## config.mk

```make
export PLATFORM = sky130hd
export DESIGN_NAME = cau_front
export DESIGN_NICKNAME = d
export VERILOG_FILES = /design/src/rtl/complex_arithmetic_unit_macros.svh /design/src/rtl/cau_pkg.sv /design/src/rtl/cau_front.sv
export SDC_FILE = /design/constraint.sdc
export NUM_CORES = 2
export LEC_CHECK = 0
export ABC_CLOCK_PERIOD_IN_PS = 10100
export BUFFER_PORTS_ARGS = -buffer_cell sky130_fd_sc_hd__buf_2
export CORE_ASPECT_RATIO = 1.5
export CORE_MARGIN = 1.5
export CORE_UTILIZATION = 43
export CTS_CLUSTER_SIZE = 28
export DETAILED_ROUTE_END_ITERATION = 6
export PLACE_DENSITY_LB_ADDON = 0.1
export SLEW_MARGIN = 40
export SYNTH_ARGS = -nofsm -noshare
export SYNTH_HDL_FRONTEND = slang
export SYNTH_SLANG_ARGS = --single-unit
```

## constraint.sdc

```tcl
create_clock -name clk -period 10.1 [get_ports clk]
set_input_delay 1.01 -clock clk [delete_from_list [all_inputs] [get_ports clk]]
set_output_delay 1.01 -clock clk [all_outputs]
set_load 0.02 [all_outputs]
```

## src/rtl/complex_arithmetic_unit_macros.svh

```systemverilog
// Assertion macros for the complex arithmetic unit.
`ifndef COMPLEX_ARITHMETIC_UNIT_MACROS_SVH
`define COMPLEX_ARITHMETIC_UNIT_MACROS_SVH
// Implication checked on every clock edge outside reset.
`define CAU_ASSERT_IMPL(label, clk_s, rst_s, lhs, rhs, msg) \
    label: assert property (@(posedge clk_s) disable iff (!rst_s) (lhs) |-> (rhs)) \
        else $error(msg);
// Next-cycle implication checked outside reset.
`define CAU_ASSERT_NEXT(label, clk_s, rst_s, lhs, rhs, msg) \
    label: assert property (@(posedge clk_s) disable iff (!rst_s) (lhs) |=> (rhs)) \
        else $error(msg);
`endif

```

## src/rtl/cau_pkg.sv

```systemverilog
// Package of shared types and constants for the complex arithmetic unit.
package cau_pkg;
    localparam int DATA_WIDTH_DEF = 16;
    localparam int FRAC_BITS_DEF  = 8;

    localparam logic [1:0] OP_ADD = 2'd0;
    localparam logic [1:0] OP_SUB = 2'd1;
    localparam logic [1:0] OP_MUL = 2'd2;
    localparam logic [1:0] OP_DIV = 2'd3;

    localparam logic [1:0] ST_OK  = 2'd0;
    localparam logic [1:0] ST_SAT = 2'd1;
    localparam logic [1:0] ST_DZ  = 2'd2;

    // Control that travels with an item along the divider row.
    typedef struct packed {
        logic       valid;
        logic       is_div;
        logic       dz;
        logic       neg_re;
        logic       neg_im;
    } cau_ctl_t;
endpackage

```

## src/rtl/cau_front.sv

```systemverilog
// Front stages: products, sums and signs for every operation.
module cau_front #(
    parameter int DATA_WIDTH = cau_pkg::DATA_WIDTH_DEF,
    parameter int FRAC_BITS  = cau_pkg::FRAC_BITS_DEF,
    localparam int PW = 2 * DATA_WIDTH + 2,
    localparam int MW = PW + FRAC_BITS
) (
    input  logic                         clk,
    input  logic                         rst_n,
    input  logic                         en,
    input  logic                         in_valid,
    input  logic [1:0]                   op,
    input  logic signed [DATA_WIDTH-1:0] ar,
    input  logic signed [DATA_WIDTH-1:0] ai,
    input  logic signed [DATA_WIDTH-1:0] br,
    input  logic signed [DATA_WIDTH-1:0] bi,
    output cau_pkg::cau_ctl_t            ctl,
    output logic [MW-1:0]                mag_re,
    output logic [MW-1:0]                mag_im,
    output logic [PW-1:0]                den,
    output logic signed [PW-1:0]         val_re,
    output logic signed [PW-1:0]         val_im
);
    localparam int DW = 2 * DATA_WIDTH;
    // Stage 1: six products and the sums or differences.
    logic signed [DW-1:0] p_rr_reg, p_ii_reg, p_ri_reg, p_ir_reg;
    logic signed [DW-1:0] s_rr_reg, s_ii_reg;
    logic signed [DATA_WIDTH:0] sum_re_reg, sum_im_reg;
    logic [1:0] op_reg;
    logic       v1_reg;

    always_ff @(posedge clk or negedge rst_n)
    begin
        if (!rst_n)
        begin
            v1_reg <= 1'b0;
        end
        else if (en)
        begin
            v1_reg <= in_valid;
        end
    end

    always_ff @(posedge clk)
    begin
        if (en)
        begin
            op_reg   <= op;
            p_rr_reg <= DW'(ar * br);
            p_ii_reg <= DW'(ai * bi);
            p_ri_reg <= DW'(ar * bi);
            p_ir_reg <= DW'(ai * br);
            s_rr_reg <= DW'(br * br);
            s_ii_reg <= DW'(bi * bi);
            if (op == cau_pkg::OP_SUB)
            begin
                sum_re_reg <= (DATA_WIDTH+1)'(ar) - (DATA_WIDTH+1)'(br);
                sum_im_reg <= (DATA_WIDTH+1)'(ai) - (DATA_WIDTH+1)'(bi);
            end
            else
            begin
                sum_re_reg <= (DATA_WIDTH+1)'(ar) + (DATA_WIDTH+1)'(br);
                sum_im_reg <= (DATA_WIDTH+1)'(ai) + (DATA_WIDTH+1)'(bi);
            end
        end
    end

    // Stage 2: combine products, take magnitudes.
    logic signed [PW-1:0] nre, nim, mre, mim;
    logic [PW-1:0]        dsum;
    always_comb
    begin
        nre  = PW'(p_rr_reg) + PW'(p_ii_reg);
        nim  = PW'(p_ir_reg) - PW'(p_ri_reg);
        mre  = PW'(p_rr_reg) - PW'(p_ii_reg);
        mim  = PW'(p_ri_reg) + PW'(p_ir_reg);
        dsum = PW'($unsigned(s_rr_reg)) + PW'($unsigned(s_ii_reg));
    end

    cau_pkg::cau_ctl_t ctl_reg;
    logic [MW-1:0] mag_re_reg, mag_im_reg;
    logic [PW-1:0] den_reg;
    logic signed [PW-1:0] val_re_reg, val_im_reg;

    always_ff @(posedge clk or negedge rst_n)
    begin
        if (!rst_n)
        begin
            ctl_reg <= '0;
        end
        else if (en)
        begin
            ctl_reg.valid  <= v1_reg;
            ctl_reg.is_div <= (op_reg == cau_pkg::OP_DIV);
            ctl_reg.dz     <= (dsum == '0);
            ctl_reg.neg_re <= nre[PW-1];
            ctl_reg.neg_im <= nim[PW-1];
        end
    end

    always_ff @(posedge clk)
    begin
        if (en)
        begin
            mag_re_reg <= MW'($unsigned(nre[PW-1] ? -nre : nre)) << FRAC_BITS;
            mag_im_reg <= MW'($unsigned(nim[PW-1] ? -nim : nim)) << FRAC_BITS;
            den_reg    <= dsum;
            unique case (op_reg)
                cau_pkg::OP_ADD, cau_pkg::OP_SUB:
                begin
                    val_re_reg <= PW'(sum_re_reg);
                    val_im_reg <= PW'(sum_im_reg);
                end
                default:
                begin
                    val_re_reg <= mre >>> FRAC_BITS;
                    val_im_reg <= mim >>> FRAC_BITS;
                end
            endcase
        end
    end

    assign ctl    = ctl_reg;
    assign mag_re = mag_re_reg;
    assign mag_im = mag_im_reg;
    assign den    = den_reg;
    assign val_re = val_re_reg;
    assign val_im = val_im_reg;
endmodule

```

# After elaboration in Yosys (flattened, before gate mapping)
# Cells that the tools add are included.
# op_classes
mux	6
reduce_logical	3
mul	6
addsub	11
eq_ne	3
# ops
cell	n
multiplier 16 x 16 -> 32 bit	6
adder 32 x 32 -> 33 bit	3
2-to-1 mux 34 bit	2
negator 33 -> 34 bit	2
2-to-1 mux 33 bit	2
subtractor 32 x 32 -> 33 bit	2
adder 16 x 16 -> 17 bit	2
logical NOT 34 bit	1
2-to-1 mux 17 bit	2
subtractor 16 x 16 -> 17 bit	2
equality test 2 x 1 -> 1 bit (second input constant)	2
equality test 2 bit (second input constant)	1
logical NOT 2 bit	1
OR reduction 2 bit	1
# word_totals
inputBits	70
wordCells	51
out_inout_bits	191
register_bits	404

# Depth between registers and ports, before layout
# logic_depth
word_depth	3
ltp_mapped	27
mapped_depth_nobuf	26

# Worst setup path before layout
# OpenSTA, ideal clock, no wires.
# synth_path
path_kind	input-to-reg
startpoint	input port br[15]
endpoint	register s_rr_reg[31], data pin
setup_ns	0.260
path_buffers	2
setup_slack_ns	2.501
required_ns	9.840
arrival_time_ns	7.339
path_stages	25
cell_sequence	inv_1 > clkbuf_1 > buf_1 > nor2_1 > fa_1 > inv_1 > fa_1 > fa_1 > inv_1 > fa_1 > fa_1 > inv_1 > fa_1 > inv_1 > ha_1 > a21oi_1 > o21ai_0 > a2111oi_0 > o31ai_1 > o41ai_1 > o21ai_0 > nor4_1 > o31ai_1 > a21oi_1 > xnor2_1
# synth_via
elab_chain_len	1
# synth_rtl
element	line_no	source
start: declaration	cau_front.sv:15	input logic signed [DATA_WIDTH-1:0] br,
multiplier 16 x 16 -> 32 bit	cau_front.sv:53	s_rr_reg <= DW'(br * br);
end signal: assignment	cau_front.sv:53	
end: declaration	cau_front.sv:27	logic signed [DW-1:0] s_rr_reg, s_ii_reg;
# Every way passes these cells.
# A chain may end at the register's enable or synchronous reset.

# Worst setup path after layout
# layout_path
startpoint	input port bi[1]
endpoint	register s_ii_reg[31], data pin
# layout_via
elab_chain_len	1
# layout_rtl
element	line_no	source
start: declaration	cau_front.sv:16	input logic signed [DATA_WIDTH-1:0] bi,
multiplier 16 x 16 -> 32 bit	cau_front.sv:54	s_ii_reg <= DW'(bi * bi);
end signal: assignment	cau_front.sv:54	
end: declaration	cau_front.sv:27	
# Every way passes these cells.

==> impl_results.md <==
* Vias in the first global route at 61728
* Cell variety after synth at 96
* Storage cell area at 0.01147 mm^2
* Sequential fraction of the synthesis area at 0.1439
* CTS Buffer Depth at 3
* Setup Viol. Count Final at 0
* Gpl congestion at 0.8787
* WP data required at 10520 ps
* Area Growth Syn to Fin at 6.828%
* Clock slew at reported path FFs at 60 ps
* Seq cells post-synth at 383
* DRC Markers at 0
* Via density at 5.152
* Post-Syn Instances at 8370
* Final nets at 10721
* Per-cell routed wire length at 21.05 um
* Total GRT Usage at 0.2511
* WS Path Type: in2reg
* Clock latency on the worst-skew pair at 710 ps
* Final worst-path cycle share at 0.8168
* Aggregate global routing overflow at 0
* Clock skew at 46.26 ps
* Flop2flop setup slack at 5250 ps
* IO Count at 261
* Max_slew headroom at 0.3850
* Largest net degree at the start of global routing at 134
* Reg2Reg Capture Point: mag_im[34]
* Min Clock Period, post-route at 8249 ps
* F_max at 121.2 MHz
* Share of layout cells above drive strength 1 at 0.06158
* CTS Sinks at 383
* Synth warn at 0
* Max Cap Viol at 0
* Port Buf Inserts at 243
* Worst reg2reg path depth at 12
* Critical path startpoint category: input port
* Number of buffers added to fix hold violations after cts at 0
* Crit path top cell by count: fa_1
* Core area at 0.1843 mm^2
* Chip Height at 530.3 um
* Top cell type's share of synthesized area at 0.3813
* Placed wire-length estimate at 187.6 mm
* Initial antenna violation count at 25
* Syn_area_per_cell at 9.522 um^2
* Cell with the most instances after synthesis: inv_1
* CP max stage delay at 770 ps
* Synth area leader: fa_1
* Family with the most delay on the worst path: adder cells
* Total wire length at 229.6 mm
* CTS H-tree depth at 2
* Ys async rst share at 0.01567
* Synth cell count leaders: inv_1, fa_1, nand2_1, ha_1, and2_1
* Worst-path cell chain: buf_2 > clkinv_1 > nor2_1 > fa_1 > inv_1 > fa_1 > fa_1 > fa_1 > inv_1 > fa_1 > fa_1 > ha_1 > a21o_1 > a21o_1 > a21oi_1 > nor2_1 > a221oi_1 > a211oi_1 > a2111oi_0 > o21bai_1 > a21oi_1 > xnor2_1
* CP Data Arrival Time at 8670 ps
* Worst Tran Pin Value at 915.9 ps
* Filler cells at 17914
* Placement Rows at 193
* Origin of the critical flop-to-flop path: p_ir_reg[12]
* DR iter-0 viols at 2600
* Worst min path class: in2async
* Synth Flop Type: edfxtp_1
* CP bufs+invs at 4
* Setup crit end kind: flip-flop
* CTS tree: built
* Multi-input gate area at 0.05949 mm^2
* EDFF count, synth at 377
* Initial Utilization at 0.4326
* Die width at 354.5 um
* CTS Root Cell: clkbuf_16
* CP max-delay cell: clkinv_1
* Pre-Repair DR Iteration Count at 5
* Post-CTS Resized at 0
* CTS buffer count at 48
* TNS Setup at 0 ps
* Final Hold Vio Count at 0
* Die area at 0.1880 mm^2
* CP Max Fanout at 27
* Status: complete, no violations
* Setup repair after global routing missed its margin: false
* Synth top area cells: fa_1, edfxtp_1, ha_1
* Count of pins over their slew limit at 0
* Post-route ant nets at 0
* Global-route wire length before repair at 358.5 mm
* Synth Cell Area at 0.07970 mm^2
* Buffer count from post-CTS setup fixing at 0
* Total number of vias at 56197
[worst register-to-register path, stage by stage, from the launching register on]
cell,delay (ps)
edfxtp_1,530
ha_1,550
nand3_1,170
or2_2,360
a211oi_1,650
nor2_1,160
xnor2_1,220
or3_1,380
nor4_1,500
and4_1,410
nor3b_4,330
a21oi_1,130
xor2_1,180
[cells in the final DEF (no fill, tap or decap), drive strengths merged, types with 31 or more instances in the layout]
master and count:
o21ai 158, nand2 751, nand3 70, nor2 403, o21a 34, clkbuf 54, inv 1945, ha 712
o21bai 43, fa 1518, and2 539, a21o 85, nand2b 57, a31oi 35, nor3 87, a211oi 32
or3 31, buf 347, edfxtp 377, xnor2 351, xor2 95, nor2b 38, a21oi 299
[cell families after synthesis]
group / count (synthesis) / share of synthesized area
AOI/OAI and AO/OA: 875 / 0.07110
other: 1 / 0.00004705
buffers and inverters: 2312 / 0.1110
xor gates and xnor gates: 446 / 0.04920
muxes: 27 / 0.003674
and+or+nand+nor: 2096 / 0.1280
DFF: 383 / 0.1439
adders and majority gates: 2230 / 0.4931
[metal layers]
layer | track usage | wire length [um] | up-vias
met5 | 0 | 144 | -
met4 | 0.1215 | 13270 | 22
met3 | 0.02884 | 9264 | 400
met2 | 0.4547 | 117900 | 1268
met1 | 0.2941 | 89040 | 28834
li1 | - | - | 25673
[per-stage QoR]
stage | worst slack (ps) | utilization | cells | area, um^2 | hold WS (ps)
2_1_floorplan | 2501 | - | 8388 | 79770 | 444.7
3_3_place_gp | 1347 | 0.4521 | 10806 | 83300 | 468.7
3_5_place_dp | 1187 | 0.4524 | 10807 | 83360 | 470.5
4_1_cts | 1923 | 0.4618 | 10897 | 85080 | 210.4
5_1_grt | 1486 | 0.4620 | 10901 | 85130 | 240.3
6_report | 1851 | 0.4621 | 10907 | 85140 | 261.8
[worst max path at each step]
stage	cells past startpoint	from	to
4_1_cts	22	bi[1]	s_ii_reg[31]
2_1_floorplan	25	br[15]	s_rr_reg[31]
3_3_place_gp	22	bi[1]	s_ii_reg[31]
3_5_place_dp	22	bi[1]	s_ii_reg[31]
5_1_grt	22	bi[1]	s_ii_reg[31]
6_report	22	bi[1]	s_ii_reg[31]
[layout make-up]
cell class	instances	area share
Multi-Input combinational cell	5693	0.6988
Sequential cell	383	0.1347
Antenna cell	9	0.0002645
Clock buffer	54	0.01449
Clock inverter	36	0.005673
Tap cell	2437	0.03581
Timing Repair Buffer	347	0.02439
Inverter	1948	0.08588
Power is not shown: default switching activity piles up to over one toggle a cycle in this logic, so the estimate is an artifact.
