$ cat src/rtl/complex_arithmetic_unit_macros.svh
// Assertion macros for the complex arithmetic unit.
`ifndef COMPLEX_ARITHMETIC_UNIT_MACROS_SVH
`define COMPLEX_ARITHMETIC_UNIT_MACROS_SVH
// Implication checked on every clock edge outside reset.
`define CAU_ASSERT_IMPL(label, clk_s, rst_s, lhs, rhs, msg) \
    label: assert property (@(posedge clk_s) disable iff (!rst_s) (lhs) |-> (rhs)) \
        else $error(msg);
// Next-cycle implication checked outside reset.
`define CAU_ASSERT_NEXT(label, clk_s, rst_s, lhs, rhs, msg) \
    label: assert property (@(posedge clk_s) disable iff (!rst_s) (lhs) |=> (rhs)) \
        else $error(msg);
`endif

$ cat src/rtl/cau_pkg.sv
// Package of shared types and constants for the complex arithmetic unit.
package cau_pkg;
    localparam int DATA_WIDTH_DEF = 16;
    localparam int FRAC_BITS_DEF  = 8;

    localparam logic [1:0] OP_ADD = 2'd0;
    localparam logic [1:0] OP_SUB = 2'd1;
    localparam logic [1:0] OP_MUL = 2'd2;
    localparam logic [1:0] OP_DIV = 2'd3;

    localparam logic [1:0] ST_OK  = 2'd0;
    localparam logic [1:0] ST_SAT = 2'd1;
    localparam logic [1:0] ST_DZ  = 2'd2;

    // Control that travels with an item along the divider row.
    typedef struct packed {
        logic       valid;
        logic       is_div;
        logic       dz;
        logic       neg_re;
        logic       neg_im;
    } cau_ctl_t;
endpackage

$ cat src/rtl/cau_div_cell.sv
// One restoring division cell: one quotient bit for both parts per cycle while en is high.
module cau_div_cell #(
    parameter int MW = 42,
    parameter int PW = 34,
    parameter int BIT = 0
) (
    input  logic                 clk,
    input  logic                 rst_n,
    input  logic                 en,
    input  cau_pkg::cau_ctl_t    ctl_in,
    input  logic [MW-1:0]        rem_re_in,
    input  logic [MW-1:0]        rem_im_in,
    input  logic [MW-1:0]        q_re_in,
    input  logic [MW-1:0]        q_im_in,
    input  logic [PW-1:0]        den_in,
    input  logic signed [PW-1:0] val_re_in,
    input  logic signed [PW-1:0] val_im_in,
    output cau_pkg::cau_ctl_t    ctl_out,
    output logic [MW-1:0]        rem_re_out,
    output logic [MW-1:0]        rem_im_out,
    output logic [MW-1:0]        q_re_out,
    output logic [MW-1:0]        q_im_out,
    output logic [PW-1:0]        den_out,
    output logic signed [PW-1:0] val_re_out,
    output logic signed [PW-1:0] val_im_out
);
    localparam int EW = MW + PW;
    logic [EW-1:0] sh_den, r_re, r_im;
    logic          ge_re, ge_im;
    always_comb
    begin
        sh_den = EW'(den_in) << BIT;
        r_re   = EW'(rem_re_in);
        r_im   = EW'(rem_im_in);
        ge_re  = r_re >= sh_den;
        ge_im  = r_im >= sh_den;
    end

    cau_pkg::cau_ctl_t ctl_reg;
    logic [MW-1:0] rem_re_reg, rem_im_reg, q_re_reg, q_im_reg;
    logic [PW-1:0] den_reg;
    logic signed [PW-1:0] val_re_reg, val_im_reg;

    always_ff @(posedge clk or negedge rst_n)
    begin
        if (!rst_n)
        begin
            ctl_reg <= '0;
        end
        else if (en)
        begin
            ctl_reg <= ctl_in;
        end
    end

    always_ff @(posedge clk)
    begin
        if (en)
        begin
            rem_re_reg <= ge_re ? MW'(r_re - sh_den) : rem_re_in;
            rem_im_reg <= ge_im ? MW'(r_im - sh_den) : rem_im_in;
            q_re_reg   <= q_re_in | (MW'(ge_re) << BIT);
            q_im_reg   <= q_im_in | (MW'(ge_im) << BIT);
            den_reg    <= den_in;
            val_re_reg <= val_re_in;
            val_im_reg <= val_im_in;
        end
    end

    assign ctl_out    = ctl_reg;
    assign rem_re_out = rem_re_reg;
    assign rem_im_out = rem_im_reg;
    assign q_re_out   = q_re_reg;
    assign q_im_out   = q_im_reg;
    assign den_out    = den_reg;
    assign val_re_out = val_re_reg;
    assign val_im_out = val_im_reg;
endmodule

$ cat config.mk
export PLATFORM = sky130hd
export DESIGN_NAME = cau_div_cell
export DESIGN_NICKNAME = d
export VERILOG_FILES = /design/src/rtl/complex_arithmetic_unit_macros.svh /design/src/rtl/cau_pkg.sv /design/src/rtl/cau_div_cell.sv
export SDC_FILE = /design/constraint.sdc
export NUM_CORES = 1
export LEC_CHECK = 0
export BUFFER_PORTS_ARGS = -buffer_cell sky130_fd_sc_hd__buf_2
export CAP_MARGIN = 25
export CORE_AREA = 4 4 216 218
export CTS_CLUSTER_SIZE = 16
export DETAILED_ROUTE_END_ITERATION = 6
export DIE_AREA = 0 0 220 222
export PLACE_DENSITY_LB_ADDON = 0.12
export SLEW_MARGIN = 20
export SYNTH_ARGS = -nofsm -noshare
export SYNTH_HDL_FRONTEND = slang
export SYNTH_SLANG_ARGS = --single-unit
$ cat constraint.sdc
create_clock -name clk -period 2.7 [get_ports clk]
set_clock_uncertainty 0.15 [all_clocks]
set_input_delay 0 -clock clk [delete_from_list [all_inputs] [get_ports clk]]
set_output_delay 0 -clock clk [all_outputs]
set_load 0.005 [all_outputs]
### Word-level counts from Yosys, hierarchy flattened

Index checks and enable logic that the tools add are counted.

* add/subtract/negate cells: 2
* multiply operators: 0
* div/mod/pow operators: 0
* magnitude comparators: 2
* equality and inequality tests: 0
* shift operators: 0
* multiplexer cells: 2
* bitwise operators: 2
* reduce and logical (&&, ||, !) cells: 0

Operators with widths (count)
* 42-bit by 34-bit greater-or-equal comparator with 1-bit output: 2
* 42-bit two-way mux: 2
* 42-bit by 1-bit OR with 42-bit output: 2
* 42-bit by 34-bit subtractor with 42-bit output: 2

* register bits after elaboration: 275
* latch bits: 0
* memory bits (writable): 0
* memory bits (read-only): 0
* bits of input ports: 278
* word-level logic and storage cells: 20
* memories: 0

### Logic depth before layout (Yosys ltp)

Gate-level depths: netlist of run 1.

* depth after elaboration: 2
* mapped depth: 14
* mapped depth without buffers: 12

### Worst setup path before layout of run 1

OpenSTA, ideal clock, no wires.

* kind: in2reg
* start: input rem_re_in[0]
* end: register rem_re_reg[36], in the netlist rem_re_out[36] (data pin)
* setup time: 258 ps
* data arrival time: 2370 ps
* path slack: -78 ps
* stages on the path: 12
* cells stage by stage: inv_1 ha_1 fa_1 nor2b_1 o21bai_1 a311oi_2 o211ai_2 a21oi_2 o211ai_1 and2_4 or4b_1 xnor2_1

* word-level cells in the longest chain between the ends: 2

RTL lines
* start, declared: line cau_div_cell.sv:11 `input logic [MW-1:0] rem_re_in,`
* 42-bit by 34-bit subtractor with 42-bit output or 42-bit by 34-bit greater-or-equal comparator with 1-bit output (tied branches): line cau_div_cell.sv:60, cau_div_cell.sv:35
* 42-bit two-way mux (*): line cau_div_cell.sv:60 `rem_re_reg <= ge_re ? MW'(r_re - sh_den) : rem_re_in;`
* end signal, assigned: line cau_div_cell.sv:60
* end, declared: line cau_div_cell.sv:40 `logic [MW-1:0] rem_re_reg, rem_im_reg, q_re_reg, q_im_reg;`

Every way passes the cells marked *; elsewhere a longest branch is shown, timed or not.
A chain may end at the register's enable or synchronous reset.

### Final worst setup path of run 1

* start: input rem_re_in[19]
* end: register rem_re_reg[41], in the netlist rem_re_out[41] (data pin)

The elaborated chain is that of the path after synthesis.

==> results of run 1 <==
[critical path: cells and delay by family]
kind | cells | cell delay [ns]
XOR/XNOR | 1 | 0.15
AND/OR/NAND/NOR | 3 | 0.45
buffers and inverters | 4 | 1.00
adder cells (fa/ha/maj) | 1 | 0.33
AO/OA/AOI/OAI | 5 | 0.81
[routing by layer]
layer / global-route usage, % / up-vias / wire, µm
met1: 25.6 / 6071 / 22000
li1: - / 6216 / -
met5: 0 / - / 48
met2: 38.0 / 440 / 27600
met4: 6.06 / 10 / 1390
met3: 6.45 / 90 / 4230
[Yosys cell counts (6+ instances only)]
master and number:
nor4_1 7, inv_1 49, xnor2_1 32, nand2b_1 14, nor2_1 58, nand4_1 17, o21bai_1 9, xor2_1 44
o21a_1 7, buf_6 8, a21o_1 30, nor3_1 14, o21ai_1 14, a21oi_1 89, buf_2 17, nand3_1 19
o21ai_0 60, nor3_2 7, clkbuf_1 15, edfxtp_1 270, ha_1 68, nand2_1 107, a31oi_1 10, nor2b_1 6
[repair_timing]
action                                  in CTS  in global routing
setup buffers                                0                  6
hold buffers                               295                  7
gates resized for setup                      0                 40
hold endpoints to repair                   341                 10
endpoints found under the setup margin       0                 67
[through the flow]
step / instance area [µm²] / utilization (%)
global route: 23000 / 51.3
global placement: 18600 / 41.5
finish: 23000 / 51.3
detailed placement: 18600 / 41.5
floorplan: 13500 / -
CTS: 22700 / 50.6
[power by group]
part / internal (W) / switching [W] / total (W)
clock network: 0.00280 / 0.00181 / 0.00461
logic: 0.00154 / 0.00146 / 0.00299
registers: 0.00522 / 0.000124 / 0.00534
total: 0.00956 / 0.00339 / 0.0129
[worst paths after layout]
kind	start	to	slack, ns	depth (start not counted)
worst max register to register	ctl_out[2]	ctl_out[2]	1.14	2
max in group asynchronous	rst_n	ctl_out[4]	1.85	3
min in group asynchronous	rst_n	ctl_out[3]	0.29	3
worst min-delay path	rem_im_in[7]	rem_im_out[7]	-0.39	3
worst min register to register	ctl_out[4]	ctl_out[4]	0.91	2
worst max-delay path	rem_re_in[19]	rem_re_out[41]	0.08	14
[area by class of cell]
cell class	count	area, µm²
clock buffer	45	922
multi-input combinational	710	5010
sequential	275	8230
fill	4053	21900
tap	600	751
inverter	49	184
timing repair buffer	1091	7710
clock inverter	15	196
antenna	4	10.0
[state kept, by name, summed over array words and instances (netlist names)]
register	flops
ctl_out	5
den_out	34
q_im_out	42
q_re_out	42
rem_im_out	42
rem_re_out	42
val_im_out	34
val_re_out	34
[cell families (layout without fill, tap and decap cells)]
group	after synthesis	after routing
XOR/XNOR	76	76
multiplexers	7	7
flip-flops	275	275
adder cells (fa/ha/maj)	70	70
AO/OA/AOI/OAI	274	274
AND/OR/NAND/NOR	283	283
buffers and inverters	95	1200
other	0	4
==> run_results.csv, run 1 <==
group,metric,value,unit
status,status,"complete, but fails checks",
status,violations,"negative hold slack",
timing,hold_violations,4,
timing,worst_pin_slew,0.597,ns
drt,routed_wl,55200,µm
floorplan,start_util,30.1,%
yosys,ys_ff_latch,275,
floorplan,io_pins,553,
placement,dpl.hpwl,42500,µm
yosys,async_flop_share,1.82,%
layout,mostFrequentLayoutCells,"buf_2, dlygate4sd3_1, edfxtp_1, buf_4, nand2_1",
drt,vias,12800,
clocking,clockBufferDepth,3,
power_and_ir_drop,ir_worst_vdd,0.407,mV
yosys,synth_top_family_by_area,"compound AO/OA/AOI/OAI gates",
floorplan,core,44900,µm²
yosys,synth-simple-area-share,10.5,%
global_route,grt_pass1_wl,80200,µm
critical_path,crit_required,2.83,ns
critical_path,startpoint_type,"input pin",
yosys,yosys-mux-area-fraction,0.583,%
power_and_ir_drop,leakagePower,10.1,nW
yosys,syn-num-nets,1428,
timing,tns,0,ns
floorplan,num_rows,78,
placement,place.gp.congestion,0.914,
yosys,yosysTopAreaCell,"edfxtp_1",
layout,final_cells,2789,
timing,finalSetupViolCount,0,
power_and_ir_drop,finalPower,0.0129,W
yosys,synth_cell_types,78,
yosys,ys_warn_count,0,
drt,vias_per_cell,4.60,
placement,dp_cells,2418,
clocking,cts.sink_count,275,
drt,drt-pass1-iter-count,7,
drt,drc,0,
layout,area_growth,70.3,%
timing,finalMaxSlewViolations,0,
global_route,grt_antenna_before_repair,10,
yosys,synth-edff-count,270,
critical_path,crit_path_end_kind,"flop",
yosys,ys_seq_area_share,60.9,%
timing,holdWs,-0.390,ns
global_route,grt_pass1_vias,13200,
timing,period_needed,2.62,ns
clocking,clk_pin_slew,0.06,ns
drt,routedWlPerCell,19.8,µm
layout,drive_gt1_share,41.5,%
clocking,cts_tree,"built",
yosys,syn_avg_cell_area,12.5,µm²
yosys,syn_area,13500,µm²
yosys,synth_top_cell_area_share,60.0,%
critical_path,arrival,2.74,ns
yosys,synth_xor_xnor_area_share,4.92,%
timing,slew-limit-headroom,60.2,%
timing,period_share,96.9,%
clocking,clock_latency,0.53,ns
floorplan,die_area,48800,µm²
timing,fmax,382,MHz
global_route,grt_max_degree,64,
power_and_ir_drop,power_density,562,nW/µm²
yosys,synthCells,1080,
timing,rsz0062_at_grt,"yes",
floorplan,dieWidth,220,µm
floorplan,die_h,222,µm
drt,ant_nets,0,
min_path,min_path_type,"in2reg",
critical_path,cpPeakStageDelay,0.53,ns
yosys,synthTopCellsByArea,"edfxtp_1, ha_1, a21oi_1",
critical_path,crit_type,"in2reg",
clocking,h-tree-depth,2,
job,max-cap-violations,0,
clocking,cts-root-buf,"clkbuf_16",
critical_path,slowest_stage,"dlygate4sd3_1",
placement,portBuffers,552,
placement,dp_slack,-0.471,ns
yosys,synth-compound-area-share,13.1,%
clocking,cts_buffers,34,
layout,nets,2509,
global_route,track_usage,21.6,%
global_route,gr-total-overflow,0,
yosys,synthFlopType,"edfxtp_1",
critical_path,cp_cell_sequence,"dlygate4sd3_1 -> buf_2 -> ha_1 -> buf_4 -> nand4_1 -> nor2_2 -> nand2_1 -> a31oi_4 -> a31oi_4 -> o21a_1 -> a211oi_2 -> buf_4 -> a2111oi_4 -> xor2_1",
yosys,synthAdderAreaFrac,6.59,%
drt,drt_iter0_markers,627,
timing,setup_slack,0.0828,ns
layout,final_common_cell,"buf_2",
critical_path,crit_fanout,4,
(Power assumes the default switching activity.)
==> inputs of run 2 (changes only) <==
--- a/config.mk
+++ b/config.mk
@@ -5,12 +5,13 @@
 export SDC_FILE = /design/constraint.sdc
 export NUM_CORES = 1
 export LEC_CHECK = 0
+export ABC_AREA = 1
 export BUFFER_PORTS_ARGS = -buffer_cell sky130_fd_sc_hd__buf_2
 export CAP_MARGIN = 25
-export CORE_AREA = 4 4 216 218
+export CORE_AREA = 4 4 213 215
 export CTS_CLUSTER_SIZE = 16
 export DETAILED_ROUTE_END_ITERATION = 6
-export DIE_AREA = 0 0 220 222
+export DIE_AREA = 0 0 217 219
 export PLACE_DENSITY_LB_ADDON = 0.12
 export SLEW_MARGIN = 20
 export SYNTH_ARGS = -nofsm -noshare
==> run_results.csv, run 2 <==
group,metric,value,unit
critical_path,crit_type,"in2reg",
yosys,yosysTopAreaCell,"edfxtp_1",
clocking,cts.sink_count,275,
layout,fillers,4064,
power_and_ir_drop,ir_worst_vdd,0.470,mV
yosys,ys_seq_area_share,52.6,%
timing,setup_slack,0.103,ns
critical_path,crit_required,2.88,ns
timing,holdWs,0.0222,ns
layout,design_area,24600,µm²
timing,period_needed,2.60,ns
yosys,synth_top_cell_area_share,51.8,%
layout,post-route-util,56.2,%
min_path,min_from,"q_re_in[5]",
yosys,synthFlopType,"edfxtp_1",
yosys,synth_most_common_cell,"nand2_1",
power_and_ir_drop,pwr-share-seq,43.5,%
floorplan,die_area,47500,µm²
critical_path,r2r_cells,1,
clocking,clk_pin_slew,0.07,ns
clocking,cts_buffers,30,
drt,drt-pass1-iter-count,5,
drt,ant_nets,0,
timing,hold_violations,0,
layout,nets,3259,
min_path,min_path_type,"in2reg",
critical_path,rr_endpoint,"ctl_out[3]",
power_and_ir_drop,comb_power_share,25.0,%
floorplan,die_h,219,µm
power_and_ir_drop,leakagePower,12.2,nW
placement,postPlaceCellArea,19300,µm²
yosys,ys_warn_count,0,
critical_path,rr_startpoint,"ctl_out[3]",
layout,regArea,8230,µm²
critical_path,crit_fanout,6,
global_route,grt_antenna_before_repair,2,
timing,slew-limit-headroom,66.2,%
layout,drive_gt1_share,23.5,%
yosys,synthCells,1887,
layout,area_growth,57.3,%
critical_path,startpoint_type,"input pin",
drt,routed_wl,64900,µm
power_and_ir_drop,p_int,0.00872,W
critical_path,crit_path_end_kind,"flop",
clocking,cts_tree,"built",
floorplan,io_pins,553,
timing,period_share,96.2,%
timing,finalMaxSlewViolations,0,
clocking,clockBufferDepth,3,
clocking,cts_setup_buffers,0,
power_and_ir_drop,p_sw,0.00352,W
floorplan,core,43700,µm²
clocking,cts-root-buf,"clkbuf_16",
timing,fmax,385,MHz
clocking,clock_latency,0.56,ns
timing,finalSetupViolCount,0,
power_and_ir_drop,power_density,498,nW/µm²
global_route,track_usage,26.1,%
critical_path,arrival,2.78,ns
drt,drt_iter0_markers,1106,
yosys,syn-num-nets,2235,
yosys,synthTopCellsByArea,"edfxtp_1, nand2_1, inv_1",
timing,worst_pin_slew,0.503,ns
layout,multi_input_area,6190,µm²
placement,dp_slack,0.163,ns
floorplan,dieWidth,217,µm
yosys,syn_area,15600,µm²
job,max-cap-violations,0,
yosys,synth_cell_types,32,
global_route,grt_pass1_vias,16500,
layout,mostFrequentLayoutCells,"nand2_1, buf_2, dlygate4sd3_1, inv_1, edfxtp_1",
placement,portBuffers,552,
power_and_ir_drop,finalPower,0.0122,W
yosys,synthTopCellsByCount,"nand2_1, inv_1, edfxtp_1",
drt,drc,0,
clocking,h-tree-depth,1,
placement,dpl.hpwl,48400,µm
yosys,async_flop_share,1.82,%
drt,vias_per_cell,4.61,
min_path,hold_depth,2,
yosys,syn_avg_cell_area,8.29,µm²
power_and_ir_drop,p_clk_share,31.5,%
critical_path,r2r_slack,1.75,ns
min_path,worstHoldEndpoint,"q_re_out[5]",
placement,place.gp.congestion,0.938,
layout,final_common_cell,"nand2_1",
global_route,grt_max_degree,71,
global_route,grt_pass1_wl,96200,µm
power_and_ir_drop,sw_frac_of_total,28.7,%
floorplan,start_util,35.8,%
drt,routedWlPerCell,18.4,µm
global_route,gr-total-overflow,0,
floorplan,num_rows,77,
yosys,synth-edff-count,270,
yosys,ys_ff_latch,275,
drt,vias,16300,
status,status,"complete, no violations",
==> run 2: changes by cell type after synthesis, moves of 28 or more <==
| cell | previous run | this run |
|---|---|---|
| a21o_1 | 30 | 2 |
| a21oi_1 | 89 | 54 |
| inv_1 | 49 | 317 |
| nand2_1 | 107 | 789 |
| nand3_1 | 19 | 77 |
| nor2_1 | 58 | 141 |
| o21ai_0 | 60 | 11 |
| xnor2_1 | 32 | 2 |
==> run 2: cell families after synthesis <==
logic type | count (synthesis) | synth area share [%]
flops | 275 | 52.6
xor+xnor | 36 | 2.02
simple gates | 1084 | 28.0
mux | 5 | 0.360
buf+inv | 339 | 8.50
compound gates | 78 | 2.74
fa+ha+maj | 70 | 5.70
==> run 2: through the flow <==
stage	setup TNS [ns]	std cells
final	0	3527
after global routing	-0.0105	3527
after CTS	0	3523
after detailed placement	0	3047
after global placement	0	3047
after floorplan	0	1887
==> run 2: layer usage <==
layer  part of all wire (%)  vias to the layer above  GRT usage, %
li1                       -                     8019             -
met3                    5.0                      104          3.14
met4                    2.8                        0          7.40
met1                     42                     7608          33.2
met5                      0                        -             0
met2                     50                      528          46.9
==> run 2: critical path: stages <==
cell           delay [ns]
dlygate4sd3_1        0.53
buf_2                0.13
inv_1                0.15
ha_1                 0.32
nand2_1              0.09
nand2_1              0.11
inv_1                0.07
o21ai_0              0.08
buf_4                0.17
nand2_1              0.06
nand2_1              0.15
nand3_1              0.17
nand3_1              0.09
nand2_1              0.06
dlygate4sd3_1        0.54
a21oi_1              0.06
==> run 2: repair_timing <==
item / in CTS / in global routing
resized for setup: 0 / 32
hold buffers: 421 / 3
hold endpoints to repair: 381 / 3
setup endpoints to repair: 0 / 4
==> run 2: cell type report <==
class                      instances  share of cell area [%]
tap                              592                    3.01
timing repair buffer            1007                    29.7
multi-input combinational       1273                    25.2
inverter                         324                    4.95
clock inverter                    13                   0.412
sequential                       275                    33.5
clock buffer                      42                    3.24
antenna                            1                  0.0102
==> run 2: power groups by stage <==
| stage | combinational [W] | clock, W | sequential [W] |
|---|---|---|---|
| floorplan | 0.00114 | 0 | 0.00546 |
| global placement | 0.00251 | 0 | 0.00539 |
| detailed placement | 0.00251 | 0 | 0.00540 |
| CTS | 0.00300 | 0.00396 | 0.00531 |
| global route | 0.00336 | 0.00416 | 0.00536 |
| finish | 0.00306 | 0.00386 | 0.00532 |
==> run 2: how the worst max path moves through the flow <==
stage / end / from / slack, ns / depth (start not counted)
final: rem_im_out[39] / den_in[2] / 0.10 / 16
after global routing: rem_im_out[41] / den_in[29] / -0.01 / 13
after CTS: rem_im_out[39] / rem_im_in[31] / 0.02 / 13
after detailed placement: rem_im_out[23] / den_in[31] / 0.16 / 15
after global placement: rem_im_out[30] / rem_im_in[0] / 0.16 / 16
after floorplan: rem_im_out[30] / rem_im_in[0] / 0.68 / 15
